### config.mk
export PLATFORM = sky130hd
export DESIGN_NAME = trial_division_prime_test_unit
export DESIGN_NICKNAME = d
export VERILOG_FILES = /design/src/hw/rtl/tdpt_pkg.sv /design/src/hw/rtl/tdpt_front.sv /design/src/hw/rtl/tdpt_queue.sv /design/src/hw/rtl/tdpt_back.sv /design/src/hw/rtl/trial_division_prime_test_unit.sv
export SDC_FILE = /design/constraint.sdc
export NUM_CORES = 1
export LEC_CHECK = 0
export BUFFER_PORTS_ARGS = -buffer_cell sky130_fd_sc_hd__buf_4
export CAP_MARGIN = 20
export CORE_AREA = 2 2 103 205
export DETAILED_ROUTE_END_ITERATION = 10
export DIE_AREA = 0 0 105 207
export GPL_ROUTABILITY_DRIVEN = 0
export GPL_TIMING_DRIVEN = 0
export HOLD_SLACK_MARGIN = 0.05
export MAX_ROUTING_LAYER = met4
export PLACE_DENSITY = 0.76
export SLEW_MARGIN = 20
export SYNTH_ARGS = -nofsm -noshare
export SYNTH_HDL_FRONTEND = slang
export SYNTH_HIERARCHICAL = 1
export SYNTH_SLANG_ARGS = --single-unit
### constraint.sdc
create_clock -name clk_i -period 7.1 [get_ports clk_i]
set_input_delay 0.355 -clock clk_i [delete_from_list [all_inputs] [get_ports clk_i]]
set_output_delay 0.355 -clock clk_i [all_outputs]
set_load 0.02 [all_outputs]
### src/hw/rtl/tdpt_pkg.sv
// ----------------------------------------------------------------------------
// Trial division prime test package
// Widths, queue sizing and shared types for the prime test unit.
// ----------------------------------------------------------------------------
package tdpt_pkg;

  // Width of the signed candidate word and of the reported value.
  localparam int unsigned NumWidth   = 32;
  localparam int unsigned ValWidth   = NumWidth - 1;

  // A divisor never exceeds the square root of the largest positive value.
  localparam int unsigned DivWidth   = (NumWidth + 1) / 2;

  // The running square is kept at twice the divisor width, so it cannot wrap.
  localparam int unsigned SqWidth    = 2 * DivWidth;

  // Index of one bit of the value during the remainder sweep.
  localparam int unsigned BitWidth   = $clog2(ValWidth);

  // Decoupling queue between the front and the back.
  localparam int unsigned QueueDepth = 2;
  localparam int unsigned QPtrWidth  = $clog2(QueueDepth);
  localparam int unsigned QCntWidth  = $clog2(QueueDepth + 1);

  // Smallest prime.
  localparam logic [ValWidth-1:0] MinPrime = ValWidth'(2);

  // One classified word waiting for the back.
  typedef struct packed {
    logic                trivial;  // negative, zero or one: never prime
    logic [ValWidth-1:0] value;    // magnitude of a non-negative candidate
  } entry_t;

  // Queue status seen by the front.
  typedef struct packed {
    logic full;
  } q_status_t;

endpackage

### src/hw/rtl/tdpt_front.sv
// ----------------------------------------------------------------------------
// Trial division prime test front
// Accepts candidate words and classifies them before they are queued.
// ----------------------------------------------------------------------------
module tdpt_front (
  input  logic                              start_i,
  input  logic [tdpt_pkg::NumWidth-1:0]     candidate_i,
  input  tdpt_pkg::q_status_t               q_status_i,
  output logic                              busy_o,
  output logic                              push_o,
  output tdpt_pkg::entry_t                  entry_o
);

  // The front stalls only while the queue has no room.
  assign busy_o = q_status_i.full;
  assign push_o = start_i & ~q_status_i.full;

  // A negative word, zero or one needs no trial division at all.
  always_comb begin
    entry_o.value   = candidate_i[tdpt_pkg::ValWidth-1:0];
    entry_o.trivial = candidate_i[tdpt_pkg::NumWidth-1] |
                      (candidate_i[tdpt_pkg::ValWidth-1:0] < tdpt_pkg::MinPrime);
  end

endmodule

### src/hw/rtl/tdpt_queue.sv
// ----------------------------------------------------------------------------
// Trial division prime test queue
// Short first-in first-out store that decouples the front from the back.
// ----------------------------------------------------------------------------
module tdpt_queue (
  input  logic                 clk_i,
  input  logic                 rst_ni,
  input  logic                 push_i,
  input  tdpt_pkg::entry_t     entry_i,
  input  logic                 pop_i,
  output tdpt_pkg::entry_t     entry_o,
  output logic                 empty_o,
  output tdpt_pkg::q_status_t  status_o
);

  tdpt_pkg::entry_t                    slots_q [tdpt_pkg::QueueDepth];
  logic [tdpt_pkg::QPtrWidth-1:0]      wr_q, wr_d, rd_q, rd_d;
  logic [tdpt_pkg::QCntWidth-1:0]      cnt_q, cnt_d;
  logic                                do_push, do_pop;

  assign do_push = push_i & (cnt_q != tdpt_pkg::QCntWidth'(tdpt_pkg::QueueDepth));
  assign do_pop  = pop_i & (cnt_q != '0);

  assign empty_o       = (cnt_q == '0);
  assign status_o.full = (cnt_q == tdpt_pkg::QCntWidth'(tdpt_pkg::QueueDepth));
  assign entry_o       = slots_q[rd_q];

  // Pointer and fill count update.
  always_comb begin
    wr_d  = wr_q;
    rd_d  = rd_q;
    cnt_d = cnt_q;
    if (do_push) begin
      wr_d = (wr_q == tdpt_pkg::QPtrWidth'(tdpt_pkg::QueueDepth - 1)) ? '0 : wr_q + 1'b1;
    end
    if (do_pop) begin
      rd_d = (rd_q == tdpt_pkg::QPtrWidth'(tdpt_pkg::QueueDepth - 1)) ? '0 : rd_q + 1'b1;
    end
    if (do_push && !do_pop) begin
      cnt_d = cnt_q + 1'b1;
    end else if (do_pop && !do_push) begin
      cnt_d = cnt_q - 1'b1;
    end
  end

  always_ff @(posedge clk_i or negedge rst_ni) begin
    if (!rst_ni) begin
      wr_q  <= '0;
      rd_q  <= '0;
      cnt_q <= '0;
    end else begin
      wr_q  <= wr_d;
      rd_q  <= rd_d;
      cnt_q <= cnt_d;
    end
  end

  // Storage needs no reset: a slot is only read after it was written.
  always_ff @(posedge clk_i) begin
    if (do_push) begin
      slots_q[wr_q] <= entry_i;
    end
  end

endmodule

### src/hw/rtl/tdpt_back.sv
// ----------------------------------------------------------------------------
// Trial division prime test back
// Runs the divisor loop with a bit-serial remainder unit and emits results.
// ----------------------------------------------------------------------------
module tdpt_back (
  input  logic                              clk_i,
  input  logic                              rst_ni,
  input  tdpt_pkg::entry_t                  entry_i,
  input  logic                              empty_i,
  output logic                              pop_o,
  output logic                              result_valid_o,
  output logic                              is_prime_o,
  output logic [tdpt_pkg::ValWidth-1:0]     prime_value_o
);

  typedef enum logic [2:0] {
    StIdle   = 3'b001,
    StCheck  = 3'b010,
    StDivide = 3'b100
  } state_e;

  state_e                            state_q, state_d;
  logic [tdpt_pkg::ValWidth-1:0]     n_q, n_d;
  logic [tdpt_pkg::DivWidth-1:0]     div_q, div_d;
  logic [tdpt_pkg::SqWidth-1:0]      sq_q, sq_d;
  logic [tdpt_pkg::DivWidth-1:0]     rem_q, rem_d;
  logic [tdpt_pkg::BitWidth-1:0]     bit_q, bit_d;
  logic                              res_valid_q, res_valid_d;
  logic                              res_prime_q, res_prime_d;
  logic [tdpt_pkg::ValWidth-1:0]     res_value_q, res_value_d;
  logic [tdpt_pkg::DivWidth:0]       rem_shift;
  logic [tdpt_pkg::DivWidth:0]       rem_sub;
  logic [tdpt_pkg::DivWidth-1:0]     rem_next;

  // One restoring remainder step: bring in the next bit, subtract if it fits.
  always_comb begin
    rem_shift = {rem_q, n_q[bit_q]};
    rem_sub   = rem_shift - {1'b0, div_q};
    rem_next  = rem_shift[tdpt_pkg::DivWidth:0] >= {1'b0, div_q} ?
                rem_sub[tdpt_pkg::DivWidth-1:0] : rem_shift[tdpt_pkg::DivWidth-1:0];
  end

  // Sequencer for the divisor loop.
  always_comb begin
    state_d     = state_q;
    n_d         = n_q;
    div_d       = div_q;
    sq_d        = sq_q;
    rem_d       = rem_q;
    bit_d       = bit_q;
    res_valid_d = 1'b0;
    res_prime_d = res_prime_q;
    res_value_d = res_value_q;
    pop_o       = 1'b0;
    unique case (state_q)
      StIdle: begin
        if (!empty_i) begin
          pop_o = 1'b1;
          n_d   = entry_i.value;
          if (entry_i.trivial) begin
            res_valid_d = 1'b1;
            res_prime_d = 1'b0;
            res_value_d = '0;
          end else begin
            div_d   = tdpt_pkg::DivWidth'(2);
            sq_d    = tdpt_pkg::SqWidth'(4);
            state_d = StCheck;
          end
        end
      end
      StCheck: begin
        // Once the square passes the value, no divisor was found.
        if (sq_q > tdpt_pkg::SqWidth'(n_q)) begin
          res_valid_d = 1'b1;
          res_prime_d = 1'b1;
          res_value_d = n_q;
          state_d     = StIdle;
        end else begin
          rem_d   = '0;
          bit_d   = tdpt_pkg::BitWidth'(tdpt_pkg::ValWidth - 1);
          state_d = StDivide;
        end
      end
      StDivide: begin
        rem_d = rem_next;
        if (bit_q == '0) begin
          if (rem_next == '0) begin
            res_valid_d = 1'b1;
            res_prime_d = 1'b0;
            res_value_d = '0;
            state_d     = StIdle;
          end else begin
            // (d+1)^2 = d^2 + 2d + 1
            sq_d    = sq_q + tdpt_pkg::SqWidth'({div_q, 1'b1});
            div_d   = div_q + 1'b1;
            state_d = StCheck;
          end
        end else begin
          bit_d = bit_q - 1'b1;
        end
      end
      default: begin
        state_d = StIdle;
      end
    endcase
  end

  always_ff @(posedge clk_i or negedge rst_ni) begin
    if (!rst_ni) begin
      state_q     <= StIdle;
      res_valid_q <= 1'b0;
    end else begin
      state_q     <= state_d;
      res_valid_q <= res_valid_d;
    end
  end

  // Datapath registers carry no reset.
  always_ff @(posedge clk_i) begin
    n_q         <= n_d;
    div_q       <= div_d;
    sq_q        <= sq_d;
    rem_q       <= rem_d;
    bit_q       <= bit_d;
    res_prime_q <= res_prime_d;
    res_value_q <= res_value_d;
  end

  assign result_valid_o = res_valid_q;
  assign is_prime_o     = res_prime_q;
  assign prime_value_o  = res_value_q;

  // In the check state the running square matches the current divisor.
  assert property (@(posedge clk_i) disable iff (!rst_ni)
    (state_q == StCheck) |-> (sq_q == tdpt_pkg::SqWidth'(div_q) * tdpt_pkg::SqWidth'(div_q)))
    else $error("running square out of step with divisor");

  // The partial remainder stays below the divisor.
  assert property (@(posedge clk_i) disable iff (!rst_ni)
    (state_q == StDivide) |-> (rem_q < div_q))
    else $error("partial remainder not reduced");

  // A prime result carries a value of at least two, a non-prime carries zero.
  assert property (@(posedge clk_i) disable iff (!rst_ni)
    res_valid_q |-> (res_prime_q ? (res_value_q >= tdpt_pkg::MinPrime) : (res_value_q == '0)))
    else $error("result value inconsistent with prime flag");

endmodule

### src/hw/rtl/trial_division_prime_test_unit.sv
// ----------------------------------------------------------------------------
// Trial division prime test unit
// Decides by trial division whether a signed word is prime.
// ----------------------------------------------------------------------------
//  Channel   Signals                                Direction  Transfer
//  command   start, busy, candidate_i               in         start & ~busy
//  result    result_valid_o, is_prime_o,            out        one-cycle strobe
//            prime_value_o
//
// A word that is negative, zero or one needs no trial division; the back
// pops it and registers a non-prime result. Otherwise each trial divisor
// takes one square check in StCheck and a remainder sweep over every value
// bit in StDivide, and a prime p tries every divisor up to floor(sqrt(p)).
// Two words can wait in the queue while the back works; busy rises when it
// is full. The receiver cannot stall results. Reset clears all control state.
// ----------------------------------------------------------------------------
module trial_division_prime_test_unit (
  input  logic                              clk_i,
  input  logic                              rst_ni,
  input  logic                              start,
  output logic                              busy,
  input  logic [tdpt_pkg::NumWidth-1:0]     candidate_i,
  output logic                              result_valid_o,
  output logic                              is_prime_o,
  output logic [tdpt_pkg::ValWidth-1:0]     prime_value_o
);

  logic                 push, pop, empty;
  tdpt_pkg::entry_t     entry_in, entry_out;
  tdpt_pkg::q_status_t  q_status;

  // Front: accept and classify.
  tdpt_front u_front (
    .start_i     (start),
    .candidate_i (candidate_i),
    .q_status_i  (q_status),
    .busy_o      (busy),
    .push_o      (push),
    .entry_o     (entry_in)
  );

  // Queue between the two halves.
  tdpt_queue u_queue (
    .clk_i    (clk_i),
    .rst_ni   (rst_ni),
    .push_i   (push),
    .entry_i  (entry_in),
    .pop_i    (pop),
    .entry_o  (entry_out),
    .empty_o  (empty),
    .status_o (q_status)
  );

  // Back: divisor loop and result register.
  tdpt_back u_back (
    .clk_i          (clk_i),
    .rst_ni         (rst_ni),
    .entry_i        (entry_out),
    .empty_i        (empty),
    .pop_o          (pop),
    .result_valid_o (result_valid_o),
    .is_prime_o     (is_prime_o),
    .prime_value_o  (prime_value_o)
  );

endmodule

### After elaboration in Yosys (flattened, before gate mapping)

Memories as Yosys holds them, arrays and structs flattened.
Index checks and enable logic that the tools add are counted.

* bits in registers: 140
* memory bits (writable): 64
* output and inout port bits: 34
* word-level logic and storage cells: 113
* memories kept: 1

Memories
* u_queue.slots_q: words 2, width 32, rd ports 1, clocked after Yosys merged registers in 0, write ports 1, line tdpt_queue.sv:16 `tdpt_pkg::entry_t slots_q [tdpt_pkg::QueueDepth];`

* add/sub/neg operators: 8
* $lt $le $gt $ge: 4
* eq/ne operators: 14
* multiplexer cells: 50
* bitwise operators: 6
* reduce and logical (&&, ||, !) cells: 18

Operators by type and width (count)
* 31-bit two-way mux: 5
* 32-bit two-way mux: 4
* 16-bit two-way mux: 6
* 31-bit one-hot mux with 3 select lines: 1
* 16-bit one-hot mux with 2 select lines: 2
* 32-bit one-hot mux with 2 select lines: 1
* 32-bit by 17-bit adder with 32-bit output: 1
* 32-bit by 31-bit > comparator with 1-bit output: 1
* 31-bit by 2-bit < comparator with 1-bit output, second input constant: 1
* 17-bit by 16-bit >= comparator with 1-bit output: 1
* 1-bit two-way mux: 17
* 16-bit by 1-bit adder with 16-bit output, second input constant: 1
* 16-bit logical NOT: 1
* 16-bit subtractor: 1
* 2-bit != test, second input constant: 7
* 3-bit two-way mux: 4
* 5-bit two-way mux: 2
* 5-bit one-hot mux with 2 select lines: 1
* 3-bit one-hot mux with 3 select lines: 1
* 2-bit nonzero test: 4
* 5-bit by 6-bit < comparator with 1-bit output, second input constant: 1
* 2-bit two-way mux: 3
* 2-bit by 1-bit != test with 1-bit output, second input constant: 3
* 1-bit one-hot mux with 3 select lines: 2
* other kinds (21): 29

### Logic depth before layout (Yosys ltp)

Gate-level depths: netlist of the first run.

* word-level depth: 8
* gate-level depth with buffers: 18
* gate-level depth less buffers: 17

### Modules after synthesis

The synthesis of the first run kept the hierarchy.

By module, submodules not included
* tdpt_back: instances 1, cells each 759, area an instance 8176.6 um^2, seq. area each 4065.1 um^2
* tdpt_queue: instances 1, cells each 119, area an instance 2658.8 um^2, seq. area each 2021.9 um^2
* tdpt_front: instances 1, cells each 44, area an instance 320.3 um^2, seq. area each 0.0 um^2

### Worst setup path after synthesis of the first run

No wires, ideal clock.

* path type: register -> register
* start point: register u_back.state_q[0]
* end point: register u_back/div_q[0] (netlist bit), enable pin
* setup time: 482 ps
* arrival time: 6859 ps
* required time: 6618 ps
* setup slack: -242 ps
* stages on the path, launching flop included: 5
* buffers on the path: 0
* clock period less this slack: 7342 ps
* path through: dfstp_2 > nor4b_1 > nor2b_1 > a21oi_1 > a31oi_1

* word-level cells in the longest chain between the ends: 3

RTL lines
* start: declaration: line tdpt_back.sv:22 `state_e state_q, state_d;`
* start signal: assignment: line tdpt_back.sv:110 `state_q <= StIdle;`
* start signal: assignment: line tdpt_back.sv:113 `state_q <= state_d;`
* 3-bit equality test / 3-bit by 1-bit equality test with 1-bit output (equally long branches): line tdpt_back.sv:55 `unique case (state_q)`
* 2-bit by 1-bit != test with 1-bit output (no line), or another cell as far along
* 5-bit AND reduction (no line) (*)
* end signal: assignment: line tdpt_back.sv:121 `div_q <= div_d;`
* end: declaration: line tdpt_back.sv:24 `logic [tdpt_pkg::DivWidth-1:0] div_q, div_d;`

Mark *: on every way between the ends. The rest lies on a longest branch, timed or not.
A chain may end at the register's enable or synchronous reset.

### Final worst setup path of the first run

* start point: register u_back/bit_q[2] (netlist bit)
* end point: register u_back.res_value_q, in the netlist u_back/prime_value_o[27], enable pin

* word-level cells in the longest chain between the ends: 7

RTL lines
* start: declaration: line tdpt_back.sv:27 `logic [tdpt_pkg::BitWidth-1:0] bit_q, bit_d;`
* start signal: assignment: line tdpt_back.sv:124 `bit_q <= bit_d;`
* 1-bit binary-select mux with 5-bit select: line tdpt_back.sv:37 `rem_shift = {rem_q, n_q[bit_q]};`
* 1-bit two-way mux (not written as such): line tdpt_back.sv:37
* 16-bit subtractor / 17-bit by 16-bit >= comparator with 1-bit output (equally long branches): line tdpt_back.sv:38, tdpt_back.sv:39
* 16-bit two-way mux: line tdpt_back.sv:39 `rem_next = rem_shift[tdpt_pkg::DivWidth:0] >= {1'b0, div_q} ?`
* 16-bit logical NOT: line tdpt_back.sv:87 `if (rem_next == '0) begin`
* 2-bit by 1-bit != test with 1-bit output (no line)
* 6-bit AND reduction (no line) (*)
* end signal: assignment: line tdpt_back.sv:126 `res_value_q <= res_value_d;`
* end: declaration: line tdpt_back.sv:30 `logic [tdpt_pkg::ValWidth-1:0] res_value_q, res_value_d;`

Mark *: on every way between the ends. The rest lies on a longest branch, timed or not. The select of a mux whose other input is x is not followed.

==> impl_metrics.toml, run 1 <==
[yosys]
synth_top_cell_by_area = "edfxtp_1"
ys_types = 73
async_reset_ff_frac = 0.0392
synth_ff_type = "edfxtp_1"
synth_top_area_share = 0.528
ys_top_cells_by_area = "edfxtp_1 53%, ha_1 7.4%, mux2_4 3.9%"
syn-num-nets = 1025
synth_enable_flop_cells = 196
netlist_instances = 922
ys_warn_count = 6
ys_seq_area_frac = 0.546
syn_area_sq_mm = 0.0112
ys_seq_elements = 204
syn_area_per_cell_sq_um = 12.1

[routing]
drt_iter0_markers = 428
drt-total-wl_microns = 23500
ant_nets = 0
drt-pass1-iter-count = 5
routed_via_density = 5.72
dr_total_vias = 7433
wl_per_cell_microns = 18.1
drc_errors = 0

[sta]
rsz0062_at_grt = "no"
fmax_ghz = 0.178
finalMaxSlewViolations = 0
min_period_over_period = 0.792
layout_min_cycle_time_ns = 5.63
timing.hold.ws_ns = 0.111
max_slew_margin = 0.475
setup_violations = 0
worst_slew_pin_slew_ns = 0.787
fin_worst_skew_ns = 0.0262
setup_slack_ns = 1.47
final-hold-violation-count = 0

[worst_setup_path]
critPathCaptureType = "register"
worstReg2RegStart = "u_back/bit_q[2]"
slowest_delay_ns = 0.62
critPathKind = "reg -> reg"
cp.required_ns = 7.25
worst_setup_path_start_kind = "register"
crit_fanout = 32
cpMostUsedCell = "a21o_1"
crit_arrival_ns = 5.78
slowest_stage = "nand2_2"
critPathLaunch = "u_back/bit_q[2]"
crit_chain = "clkbuf_1 -> mux4_2 -> mux2_2 -> nand2_1 -> a21o_1 -> o211a_1 -> ha_1 -> inv_1 -> fa_1 -> a21o_1 -> a221oi_2 -> a21oi_1 -> xor2_1 -> a2111oi_2 -> nand4_1 -> a21oi_2 -> nand4_2 -> nand2_2"

[final_layout]
final_core_util = 0.640
final_nets = 1123
fill_cells = 1530
drive_gt1_frac = 0.209
final_area_sq_mm = 0.0129
antenna_cells = 0
areaGrowthSynthToFinish_pct = 15.9
fin_cells = 1300

[global_route]
antenna_found_initial = 0
grt_max_degree = 33
grt_pass1_wl_microns = 38100
grt_pass1_vias = 7559
grt.overflow.total = 0
track_usage = 0.225

[floorplan]
fp.dieArea_sq_mm = 0.0217
die_x_microns = 105
top_level_ports = 69
fp.dieH_microns = 207
core_area_sq_mm = 0.0202
rows = 74
start_util = 0.553

[power]
p_leak_uw = 0.00518
ir_worst_vdd_uv = 453
powerDensity_mw_per_mm2 = 432

[placed_design]
place_ws_ns = 1.57
hpwlAfterDp_microns = 17000
place_area_sq_mm = 0.0122
place_inst = 1262
io_buffer_count = 67

[clock_network]
clock-sinks = 204
cts_made_buffers = 20
cts_tree = "done"
cts_root_buf = "clkbuf_16"
worstSkewPairLatency_ns = 0.53
cts_setup_buffers = 0
holdBufCountCts = 2
htree_num_levels = 1
clkTransAtPathRegs_ns = 0.06
cts-resized-gates = 0
clockBufferDepth = 3

[job]
cap_violations = 0

[worst_hold_path]
hold_path.class = "in -> reg"
min-delay-start = "candidate_i[14]"

[run_status]
outcome = "finished, final reports clean"
[sequential cells by signal, indices dropped and copies added, names as in the netlist]
signal,count
u_back/bit_q,5
u_back/div_q,16
u_back/is_prime_o,1
u_back/n_q,31
u_back/prime_value_o,31
u_back/rem_q,16
u_back/result_valid_o,1
u_back/sq_q,32
u_back/state_q,3
u_queue/cnt_q,2
u_queue/rd_q,1
u_queue/slots_q,64
u_queue/wr_q,1
[stage by stage]
| stage | TNS [ns] | power, uW |
|---|---|---|
| after floorplan | 0 | 3670 |
| after global placement | -60.00 | 4230 |
| after detailed placement | 0 | 4370 |
| after CTS | 0 | 5590 |
| after global routing | 0 | 5900 |
| final | 0 | 5580 |
[logic make-up after synthesis]
group | count (synthesis) | synth area share
multiplexers | 44 | 0.0612
buffers and inverters | 116 | 0.0569
AO/OA/AOI/OAI | 152 | 0.0926
XOR/XNOR | 54 | 0.0424
AND/OR/NAND/NOR | 284 | 0.124
flip-flops | 204 | 0.546
adder cells (fa/ha/maj) | 68 | 0.0776
[cells in the final DEF (no fill, tap or decap), types with 27 or more instances in the layout]
cell type    n
edfxtp_1   196
nor2_1     107
buf_4       99
ha_1        66
inv_1       60
nand2_1     53
a21oi_1     43
xnor2_1     31
mux2_4      29
nand3_1     27
[worst paths after layout]
check / to / slack [ns] / depth (start not counted)
setup / recovery: u_back/prime_value_o[27] / 1.47 / 18
hold / removal: u_queue/slots_q[0][14] / 0.11 / 2
setup reg to reg: u_back/prime_value_o[27] / 1.47 / 18
hold reg to reg: u_queue/cnt_q[1] / 0.54 / 1
max in group asynchronous: u_back/state_q[0] / 6.67 / 2
min in group asynchronous: u_back/result_valid_o / 0.22 / 2
[routing by layer]
metal / part of all wire / up-vias / track usage
li1: - / 3544 / -
met1: 0.41 / 3565 / 0.275
met2: 0.50 / 261 / 0.374
met3: 0.050 / 63 / 0.0274
met4: 0.045 / 0 / 0.0993
met5: 0 / - / -
[report_power, final]
part / switching (uW) / internal (uW) / leakage (uW)
Clock: 470 / 712 / 0.000350
Combinational: 1320 / 985 / 0.00287
Sequential: 247 / 1850 / 0.00196
[layout make-up]
class                      count  area, sq um  share of cell area
buffer                        56          409              0.0316
clock buffer                  24          515              0.0399
clock inverter                12          223              0.0172
inverter                      60          225              0.0174
multi-input combinational    602         4480               0.346
sequential                   204         6090               0.471
tap                          266          333              0.0257
timing repair buffer          76          656              0.0507
[critical path: cells and delay by family (launching register included)]
family          cells  cell delay, ns
compound gates      7            1.83
xor+xnor            1            0.18
fa+ha+maj           2            0.65
buf+inv             2            0.49
flops               1            0.35
mux                 2            0.67
simple gates        4            1.04
[cells in the mapped netlist (4+ instances only)]
| library cell | number |
|---|---|
| edfxtp_1 | 196 |
| nor2_1 | 108 |
| ha_1 | 66 |
| inv_1 | 60 |
| nand2_1 | 54 |
| a21oi_1 | 43 |
| buf_4 | 32 |
| xnor2_1 | 31 |
| mux2_4 | 29 |
| nand3_1 | 27 |
| xor2_1 | 23 |
| o21ai_0 | 20 |
| a21o_1 | 15 |
| nor3_1 | 14 |
| clkbuf_1 | 12 |
| o21a_1 | 12 |
| nand4_1 | 11 |
| nor2b_1 | 11 |
| nor4_1 | 11 |
| o21ai_1 | 9 |
| and3_1 | 8 |
| dfrtp_1 | 7 |
| nand2b_1 | 7 |
| a31oi_1 | 6 |
| and2_1 | 6 |
| buf_2 | 6 |
| mux4_2 | 6 |
| or3_1 | 6 |
| a211oi_1 | 5 |
| o31ai_1 | 5 |
| mux2_2 | 4 |
| o21bai_1 | 4 |
No activity file was read; power rests on OpenSTA's default activity.
==> inputs of run 2 (changes only) <==
Clock period 7.1 ns to 4.7 ns, I/O delays scaled along.
==> impl_metrics.toml, run 2 (same netlist as run 1, synthesis figures left out) <==
[placed_design]
io_buffer_count = 67
hpwlAfterDp_microns = 17300
place_ws_ns = -0.797
place_inst = 1262
place_area_sq_mm = 0.0122

[sta]
setup_slack_ns = -0.0377
min_period_over_period = 1.01
fin_worst_skew_ns = 0.0202
setup_violations = 41
rsz0062_at_grt = "yes"
max_slew_margin = 0.494
fmax_ghz = 0.211
worst_slew_pin_slew_ns = 0.758
finalMaxSlewViolations = 0
final-hold-violation-count = 0
layout_min_cycle_time_ns = 4.74

[routing]
ant_nets = 0
routed_via_density = 5.71
drt-pass1-iter-count = 5
drc_errors = 0
wl_per_cell_microns = 18.9
dr_total_vias = 7691
drt-total-wl_microns = 25400
drt_iter0_markers = 419

[job]
cap_violations = 0

[final_layout]
top_regs = "u_queue/slots_q: 64 flops, u_back/sq_q: 32 flops"
areaGrowthSynthToFinish_pct = 19.8
fill_cells = 1478
fin_cells = 1346
multi_input_area_sq_mm = 0.00458
antenna_cells = 0
seq_area_sq_mm = 0.00609
final_area_sq_mm = 0.0134
largest_reg_flops = 64
mostFrequentLayoutCells = "196 x edfxtp_1, 110 x buf_4, 107 x nor2_1, 65 x ha_1, 59 x inv_1"
max_flop_register = "u_queue/slots_q"
drive_gt1_frac = 0.220
final_common_cell = "edfxtp_1"
final_nets = 1170

[clock_network]
cts_tree = "done"
worstSkewPairLatency_ns = 0.51
cts_root_buf = "clkbuf_16"
htree_num_levels = 1
clockBufferDepth = 3
cts_made_buffers = 19
clock-sinks = 204
clkTransAtPathRegs_ns = 0.07

[worst_setup_path]
worst_setup_path_start_kind = "register"
reg2reg_depth = 20
r2r_slack_ns = -0.04
cp.required_ns = 4.95
r2r_end = "u_back/sq_q[13]"
critPathCaptureType = "register"
critPathKind = "reg -> reg"
crit_fanout = 21
crit_arrival_ns = 4.99
worstReg2RegStart = "u_back/bit_q[1]"

[global_route]
grt_pass1_wl_microns = 40500
grt.overflow.total = 0
grt_pass1_vias = 7951
grt_max_degree = 32
antenna_found_initial = 0
track_usage = 0.242

[floorplan]
core_area_sq_mm = 0.0202
rows = 74
fp.dieH_microns = 207
fp.dieArea_sq_mm = 0.0217
start_util = 0.553
die_x_microns = 105
top_level_ports = 69

[power]
p_leak_uw = 0.00536
total_power_uw = 8420
ir_worst_vdd_uv = 487
powerDensity_mw_per_mm2 = 630

[run_status]
outcome = "finished, violations left"
violations = "setup timing"

[worst_hold_path]
hold_path.class = "in -> async"
## run 2: cell count changes in the layout (fill, tap and decap cells not counted), moves of 2 or more
| cell | previous run | this run |
|---|---|---|
| buf_12 | 5 | 7 |
| buf_4 | 99 | 110 |
| bufinv_16 | 5 | 2 |
| dlygate4sd3_1 | 2 | 33 |
| nand2_8 | 0 | 2 |
## run 2: worst max path at each step
stage | start | slack (ns) | depth (start not counted) | end
floorplan | u_back/bit_q[1] | 0.00007 | 17 | u_back/div_q[0]
finish | u_back/bit_q[1] | -0.04 | 20 | u_back/sq_q[13]
CTS | u_back/bit_q[1] | -0.02 | 19 | u_back/prime_value_o[5]
detailed placement | u_back/bit_q[2] | -0.80 | 18 | u_back/prime_value_o[28]
global route | u_back/bit_q[1] | -0.24 | 20 | u_back/sq_q[13]
global placement | u_back/bit_q[2] | -0.94 | 17 | u_back/sq_q[27]
## run 2: power by group
group	internal (uW)	switching, uW	total, uW
combinational	1620	2090	3720
sequential	2790	362	3150
clock	865	684	1550
## run 2: per-layer routing
layer  track usage  up-vias  share of wire
met5             -        -              0
met4         0.102        0          0.045
met3        0.0293       80          0.047
met2         0.416      261           0.51
met1         0.285     3711           0.39
li1              -     3639              -
## run 2: what timing repair did
item	in CTS	in global routing
setup endpoints to repair	82	81
pin swaps	10	2
cloned	3	0
setup buffers	12	1
endpoints found under the hold margin	72	0
hold buffers	33	0
resized for setup	13	4
## run 2: cell type report
cell class,count,share of cell area
Sequential cell,204,0.456
Buffer,56,0.0307
Clock inverter,11,0.00899
Inverter,60,0.0169
Clock buffer,23,0.0367
Timing Repair Buffer,122,0.0836
Multi-Input combinational cell,604,0.343
Tap cell,266,0.0249
## run 2: stage by stage
step | hold WS (ns) | TNS, ns | util
after global routing | 0.0851 | -15.64 | 0.662
after CTS | 0.0780 | -0.279 | 0.661
after floorplan | -0.0606 | 0 | -
after global placement | 0.0553 | -68.23 | 0.596
final | 0.0834 | -0.985 | 0.662
after detailed placement | 0.0584 | -46.90 | 0.603
## run 2: critical path, stage by stage (launching register included)
cell and delay, ns:
edfxtp_1 0.39, buf_6 0.16, mux4_2 0.50, mux2_4 0.27
nand2_1 0.07, a21o_1 0.12, o211a_4 0.22, ha_4 0.15
inv_2 0.04, fa_2 0.34, a21o_1 0.22, a221oi_2 0.31
a21oi_1 0.13, xor2_1 0.18, a2111oi_2 0.32, nand4_1 0.20
a21oi_4 0.23, buf_4 0.17, a31oi_4 0.10, clkbuf_16 0.21
buf_16 0.16
